==> config.mk <==
export PLATFORM = sky130hd
export DESIGN_NAME = rgtt_ram
export DESIGN_NICKNAME = d
export VERILOG_FILES = /design/src/hw/rtl/rgtt_ram.sv
export SDC_FILE = /design/constraint.sdc
export NUM_CORES = 1
export LEC_CHECK = 0
export BUFFER_PORTS_ARGS = -buffer_cell sky130_fd_sc_hd__buf_2
export CAP_MARGIN = 20
export CORE_MARGIN = 4
export CORE_UTILIZATION = 47
export DETAILED_ROUTE_END_ITERATION = 8
export PLACE_DENSITY = 0.61
export SLEW_MARGIN = 0
export SYNTH_ARGS = -nofsm -noshare
export SYNTH_HDL_FRONTEND = slang
export SYNTH_SLANG_ARGS = --single-unit
==> constraint.sdc <==
create_clock -name clk_i -period 2.2 [get_ports clk_i]
set_input_delay 0.22 -clock clk_i [delete_from_list [all_inputs] [get_ports clk_i]]
set_output_delay 0.22 -clock clk_i [all_outputs]
set_load 0.02 [all_outputs]
==> src/hw/rtl/rgtt_ram.sv <==
// ----------------------------------------------------------------------------
// rgtt_ram
// Generic simple dual-port RAM, one write and one registered read port.
// ----------------------------------------------------------------------------
module rgtt_ram #(
  parameter int Width = 8,
  parameter int Depth = 16
) (
  input  logic                                 clk_i,
  input  logic                                 we_i,
  input  logic [(Depth > 1 ? $clog2(Depth) : 1)-1:0] waddr_i,
  input  logic [Width-1:0]                     wdata_i,
  input  logic                                 re_i,
  input  logic [(Depth > 1 ? $clog2(Depth) : 1)-1:0] raddr_i,
  output logic [Width-1:0]                     rdata_o
);

  logic [Width-1:0] mem [Depth];
  logic [Width-1:0] rdata_q;

  always_ff @(posedge clk_i) begin
    if (we_i) begin
      mem[waddr_i] <= wdata_i;
    end
    if (re_i) begin
      rdata_q <= mem[raddr_i];
    end
  end

  assign rdata_o = rdata_q;

endmodule

## Yosys cells after proc, flatten, opt, wreduce, memory -nomap -nowiden

Memory sizes are Yosys's and may differ from the RTL's. A register that Yosys moved wholly into a read port is not among the register bits.
Cells that the tools add are included.

| word-level totals | value |
|---|---|
| RAM bits | 128 |
| word-level logic and storage cells | 3 |
| input bits | 19 |
| bits in registers | 0 |
| memories kept | 1 |
| output and inout port bits | 8 |

Memories:

| name | depth | bits a word | read ports | clocked after memory_dff | write ports | RTL line | RTL |
|---|---|---|---|---|---|---|---|
| mem | 16 | 8 | 1 | 1 | 1 | 18 | `logic [Width-1:0] mem [Depth];` |

| cells by class | value |
|---|---|
| muxes and demuxes | 2 |

Operators by type and width:

| operator | count |
|---|---|
| 1-bit 2-to-1 mux | 2 |

## Depth between registers and ports, before layout

Gate-level depths: netlist of the first run.

| logic depth | value |
|---|---|
| depth in word-level cells | 2 |
| gate-level depth with buffers | 5 |
| mapped depth without buffers | 3 |

## Worst setup path before layout of the first run

No wires, ideal clock.

| timing path | value |
|---|---|
| path type | in2reg |
| start point | in waddr_i[2] (netlist name) |
| end point | mem mem[0][0] (enable) |
| stages | 2 |
| setup slack | 487 ps |
| path buffers | 0 |
| arrival time | 1,330 ps |
| setup time | 383 ps |
| data required time | 1,817 ps |
| cell sequence | or3b_2 -> nor3_1 |

RTL lines:

| what | RTL line | RTL |
|---|---|---|
| from (decl) | 11 | `input logic [(Depth > 1 ? $clog2(Depth) : 1)-1:0] waddr_i,` |
| to (decl) | 18 |  |

No word-level cell before the write port.

==> results of run 1 <==
## where the power goes
group          switching, mW  internal, mW  total, mW
combinational          0.160         0.118      0.277
sequential            0.0154          2.92       2.94
clock                  0.890          1.33       2.22
total                   1.06          4.37       5.43
## registers in the layout, summed over array words and instances, names as in the netlist
| register | flops |
|---|---|
| mem | 128 |
| rdata_o | 8 |
## worst register-to-register path: cells and delay by family, from the launching register on
kind             cells  cell delay, ps
multiplexers         1             500
AO/OA/AOI/OAI        1             240
flip-flops           1             370
AND/OR/NAND/NOR      1             100
## layer usage
metal | up-vias | wire length (um)
li1 | 1087 | -
met1 | 1276 | 3960
met2 | 70 | 4850
met3 | 9 | 484
met4 | 0 | 90
met5 | - | 0
## final cells by class
cell class                 instances  area, um2  share of cell area [%]
tap                              140        175                    2.87
sequential                       136       4080                    67.0
multi-input combinational         83       1060                    17.3
timing repair buffer              46        318                    5.21
clock inverter                     9       37.5                   0.616
clock buffer                      20        425                    6.98
## logic make-up (layout without fill, tap and decap cells)
kind of cell	count (synthesis)	after routing	synth area share [%]
AOI/OAI and AO/OA	16	16	2.30
DFF	136	136	78.1
and+or+nand+nor	35	35	3.14
buffers and inverters	10	75	1.65
muxes	32	32	14.8
## stage by stage
step | power (mW) | utilization, % | worst slack, ps | cell area (um2) | instances
2_1_floorplan | 3.15 | - | 487 | 5230 | 229
3_3_place_gp | 3.27 | 52.0 | 335 | 5630 | 405
3_5_place_dp | 3.27 | 52.0 | 321 | 5630 | 405
4_1_cts | 5.49 | 56.2 | 718 | 6100 | 434
5_1_grt | 5.64 | 56.2 | 631 | 6100 | 434
6_report | 5.43 | 56.2 | 737 | 6100 | 434
## cell usage after synthesis
cell / number
edfxtp_1: 136
mux4_2: 18
a22oi_1: 16
mux4_1: 14
nor2_1: 13
nand2_1: 9
nor3_1: 4
buf_2: 3
buf_6: 3
clkdlybuf4s25_2: 3
nand2b_1: 2
nand3b_1: 2
and2_1: 1
and2b_1: 1
buf_4: 1
nand3_1: 1
nor2b_1: 1
or3b_2: 1
## how the worst min path moves through the flow
stage / end / start / cells past startpoint / slack [ps]
after floorplan: mem[0][0] / wdata_i[0] / 0 / 320
after global placement: rdata_o[0] / re_i / 1 / 610
after detailed placement: rdata_o[0] / re_i / 1 / 600
after CTS: rdata_o[0] / re_i / 1 / 80
after global routing: rdata_o[0] / re_i / 1 / 80
final: rdata_o[0] / re_i / 1 / 90
==> run_results.csv, run 1 <==
group,metric,value,unit
run_status,status,"complete, no violations",
cts,cts.sinks,136,
floorplanning,die_w,113,um
cts,htree_num_levels,4,
timing,slew_viol_final,0,
timing,period_needed,1460,ps
timing,fin_hold_ws,91.9,ps
critical_path,cp.depth,3,
timing,tightest_slew,682,ps
final_layout,layout-drive-gt1-share,28.9,%
critical_path,cp_data_arrival_time,1700,ps
cts,cts_resized,0,
critical_path,endpoint,"rdata_o[0]",
grt,grt_pass1_vias,2591,
power,peakVddDrop,0.382,mV
power,leakage,2.06,nW
route,drt-initial-drc-count,216,
cts,cts_setup_buffers,0,
critical_path,start_kind,"register",
timing,period_share,66.5,%
final_layout,diodes,0,
grt,grt_pass1_wl,14900,um
synthesis,synth_top_area_share,78.1,%
synthesis,synth-seq-cells,136,
final_layout,fill_cells,810,
floorplanning,rows,38,
grt,gr-max-usage-layer,"met2",
critical_path,path_cells,"mux4_1, a22oi_1, nand2_1",
timing,relSlewSlack,54.5,%
timing,setup_viol,0,
critical_path,crit_start,"mem[1][0]",
hold_path,hold_class,"in2reg",
synthesis,synth_cell_types,18,
grt,use_met2,24.6,%
power,cellPowerDensity,891,nW/um2
timing,clock_skew,3.90,ps
synthesis,syn-num-nets,248,
cts,cts_tree,"yes",
critical_path,slowest_delay,500,ps
critical_path,worstPathRequired,2440,ps
critical_path,worst_setup_path_end_kind,"register",
critical_path,reg2reg_depth,3,
cts,clk_latency,500,ps
route,wirelength,9390,um
placement,port_buffers,26,
route,drt-vias-per-instance,5.63,
grt,grt_antenna_before_repair,0,
synthesis,syn_area_per_cell,22.8,um2
route,drtAntennaViolNets,0,
timing,tns,0,ps
cts,numCtsBuffers,17,
cts,root_buffer,"clkbuf_8",
floorplanning,die_h,113,um
critical_path,reg2reg_to,"rdata_o[0]",
synthesis,yosys-top-cells-area,"edfxtp_1, mux4_2, mux4_1, a22oi_1, nor2_1",
cts,clk_pin_slew,60,ps
cts,clk_path_buf_depth,2,
critical_path,critPathBufInv,0,
floorplanning,io_pins,27,
floorplanning,dieArea,12900,um2
timing,hold_viol,0,
grt,use_met1,22.5,%
grt,grt_max_degree,25,
floorplanning,core-area,10800,um2
final_layout,area_delta_synth_final,16.6,%
floorplanning,start_util,48.2,%
route,drtPass1Iterations,4,
run,cap_violations,0,
critical_path,reg2reg_from,"mem[1][0]",
timing,fmax,683,MHz
synthesis,yosysSeqAreaShare,78.1,%
final_layout,final_common_cell,"edfxtp_1",
synthesis,synth_top_cell_by_area,"edfxtp_1",
placement,place.detailed.hpwl,6280,um
final_layout,final_cell_mix,"edfxtp_1, buf_2, mux4_2, buf_4",
critical_path,r2r_slack,740,ps
route,drc_errors,0,
cts,cts_hold_buf,0,
final_layout,nNetsFinal,303,
critical_path,crit_family,"multiplexers",
synthesis,netlist_area,5230,um2
placement,gp_congestion,0.706,
synthesis,synthCells,229,
critical_path,crit_type,"reg2reg",
grt,global_route.overflow_total,0,
synthesis,ys_warn_count,0,
route,wl_per_cell,21.6,um
timing,rsz0062_at_grt,"false",
critical_path,crit_slowest_cell,"mux4_1",
critical_path,crit_fanout,1,
route,vias,2442,
grt,grt_use_total,15.9,%
grt,met3_usage,3.82,%
Power figures use the tool's default switching activity.
==> run 2, diff against run 1 <==
ABC_AREA = 1   (was not set)
clock period = 1.5 ns   (was 2.2 ns; I/O delays follow)
==> run 2 against run 1 <==
- flip-flop and latch count is the same
- via count up 54%
- combinational power up 97%
- core utilization shrank 0.60 points
- largest cell class unchanged
- setup slack got worse by 430 ps
==> run_results.csv, run 2 <==
group,metric,value,unit
run_status,status,"complete, no violations",
final_layout,diodes,0,
grt,grt_max_degree,65,
final_layout,regMostFlops,"mem",
synthesis,synthCells,551,
placement,dpl-instance-area,6240,um2
floorplanning,rows,40,
power,swShare,21.2,%
floorplanning,io_pins,27,
synthesis,synth_top_cell_by_area,"edfxtp_1",
route,vias,3754,
cts,numCtsBuffers,17,
synthesis,synthArstFlopShare,0,%
timing,rsz0062_at_grt,"false",
floorplanning,dieArea,14300,um2
synthesis,synth-seq-cells,136,
final_layout,area_delta_synth_final,15.3,%
cts,root_buffer,"clkbuf_16",
placement,dp.cells,744,
cts,cts_resized,0,
critical_path,crit_family,"flip-flops",
power,comb_power_share,6.5,%
critical_path,path_cells,"buf_2",
cts,clk_pin_slew,50,ps
cts,cts_setup_buffers,0,
synthesis,yosysSeqAreaShare,69.8,%
synthesis,synthAdderAreaFrac,0,%
critical_path,slowest_delay,440,ps
timing,tns,0,ps
synthesis,synth_compound_area_share,0,%
synthesis,netlist_area,5850,um2
cts,htree_num_levels,4,
timing,fmax,840,MHz
timing,tightest_slew,614,ps
power,finalPower,8.42,mW
placement,place.detailed.hpwl,7990,um
synthesis,yosys.area_share.simple,20.8,%
grt,grt_use_total,19.7,%
synthesis,synth_top_family_by_area,"simple AND/OR/NAND/NOR gates",
critical_path,crit_slowest_cell,"edfxtp_1",
timing,clock_skew,7.66,ps
final_layout,largest_register_ffs,128,
floorplanning,die_h,120,um
cts,cts.sinks,136,
timing,hold_viol,0,
placement,port_buffers,26,
timing,slew_viol_final,0,
synthesis,synth-edff-count,136,
grt,global_route.overflow_total,0,
placement,gp_congestion,0.828,
timing,relSlewSlack,59.0,%
synthesis,synth.top_cells.by_count,"nand2_1, edfxtp_1, inv_1, nand3_1, nor2_1",
timing,period_needed,1190,ps
power,leakage,2.91,nW
route,wl_per_cell,16.9,um
final_layout,layoutNonFillerInstCount,772,
floorplanning,die_w,120,um
timing,period_share,79.3,%
final_layout,final_common_cell,"nand2_1",
power,p_clk_share,42.3,%
synthesis,synth_top_area_share,69.8,%
final_layout,final_cell_mix,"nand2_1, edfxtp_1, inv_1, nand3_1, buf_2",
synthesis,yosys-top-cells-area,"edfxtp_1, nand2_1, nand3_1, inv_1, buf_6",
power,internal-power,6.64,mW
critical_path,start_kind,"register",
cts,cts_tree,"yes",
route,drtAntennaViolNets,0,
final_layout,layout-drive-gt1-share,11.8,%
placement,pre_cts_ws,100,ps
route,drt-initial-drc-count,323,
synthesis,ys_warn_count,0,
timing,setup_viol,0,
grt,grt_pass1_vias,3610,
synthesis,synthMuxAreaShare,0,%
cts,clk_path_buf_depth,2,
cts,clk_latency,410,ps
power,p_seq_share,51.2,%
critical_path,worstPathRequired,1350,ps
floorplanning,core-area,12100,um2
power,p_switching,1.78,mW
critical_path,worst_setup_path_end_kind,"output pin",
critical_path,crit_fanout,1,
floorplanning,start_util,48.3,%
power,peakVddDrop,0.713,mV
cts,cts_hold_buf,0,
critical_path,critPathBufInv,1,
synthesis,synth.most_common_cell,"nand2_1",
final_layout,stdcell_area,6740,um2
power,cellPowerDensity,1250,nW/um2
synthesis,syn-num-nets,570,
hold_path,hold_class,"in2reg",
synthesis,synth_xor_area_share,0,%
timing,worst_slack,310,ps
synthesis,syn_area_per_cell,10.6,um2
grt,grt_pass1_wl,20900,um
critical_path,crit_type,"reg2out",
route,drtPass1Iterations,5,
grt,grt_antenna_before_repair,0,
final_layout,nNetsFinal,614,
critical_path,cp_data_arrival_time,1040,ps
route,drt-vias-per-instance,4.86,
route,drc_errors,0,
synthesis,ys.flop_type,"edfxtp_1",
run,cap_violations,0,
route,wirelength,13000,um
synthesis,synth_cell_types,11,
==> run 2: worst register-to-register path: stages (launching register included) <==
cell and delay [ps]:
edfxtp_1 360, inv_1 70, nand2_1 50, nand3_1 110, nand3_1 80, nand3_1 140, nand2_1 70
==> run 2: final timing paths <==
path	slack [ps]	cells past startpoint	end	startpoint
setup / recovery	310	1	rdata_o[1]	rdata_o[1]
hold / removal	120	1	rdata_o[3]	re_i
setup reg to reg	360	6	rdata_o[1]	mem[11][1]
hold reg to reg	750	6	rdata_o[5]	mem[12][5]
==> run 2: per-stage QoR <==
step / hold WS, ps / utilization [%]
floorplan: 249 / -
global placement: 534 / 51.5
detailed placement: 534 / 51.5
CTS: 107 / 55.6
global route: 110 / 55.6
finish: 123 / 55.6
==> run 2: cell families (layout without fill, tap and decap cells) <==
| family | count (synthesis) | in the layout |
|---|---|---|
| buf+inv | 126 | 179 |
| flops | 136 | 136 |
| simple gates | 289 | 289 |
==> run 2: final cells by class <==
class                   instances  area (um2)
inverters                     102         383
fillers                      1077        5370
clock buffers                  19         433
multi-input cells             289        1210
clock inverters                 9        62.6
repair buffers                 49         353
flip-flops and latches        136        4080
well taps                     168         210
==> run 2: routing by layer <==
metal  vias up  wire length [um]  global-route usage [%]
met5         -                 0                       0
met3        11               801                    4.05
met2       112              6090                    29.9
li1       1861                 -                       -
met4         0               200                    6.80
met1      1770              5930                    28.4
==> run 2: power groups by stage <==
stage	registers (mW)	logic [mW]	clock network [mW]
6_report	4.31	0.545	3.57
2_1_floorplan	4.40	0.300	0
3_3_place_gp	4.39	0.541	0
3_5_place_dp	4.39	0.548	0
5_1_grt	4.32	0.614	3.80
4_1_cts	4.31	0.552	3.61
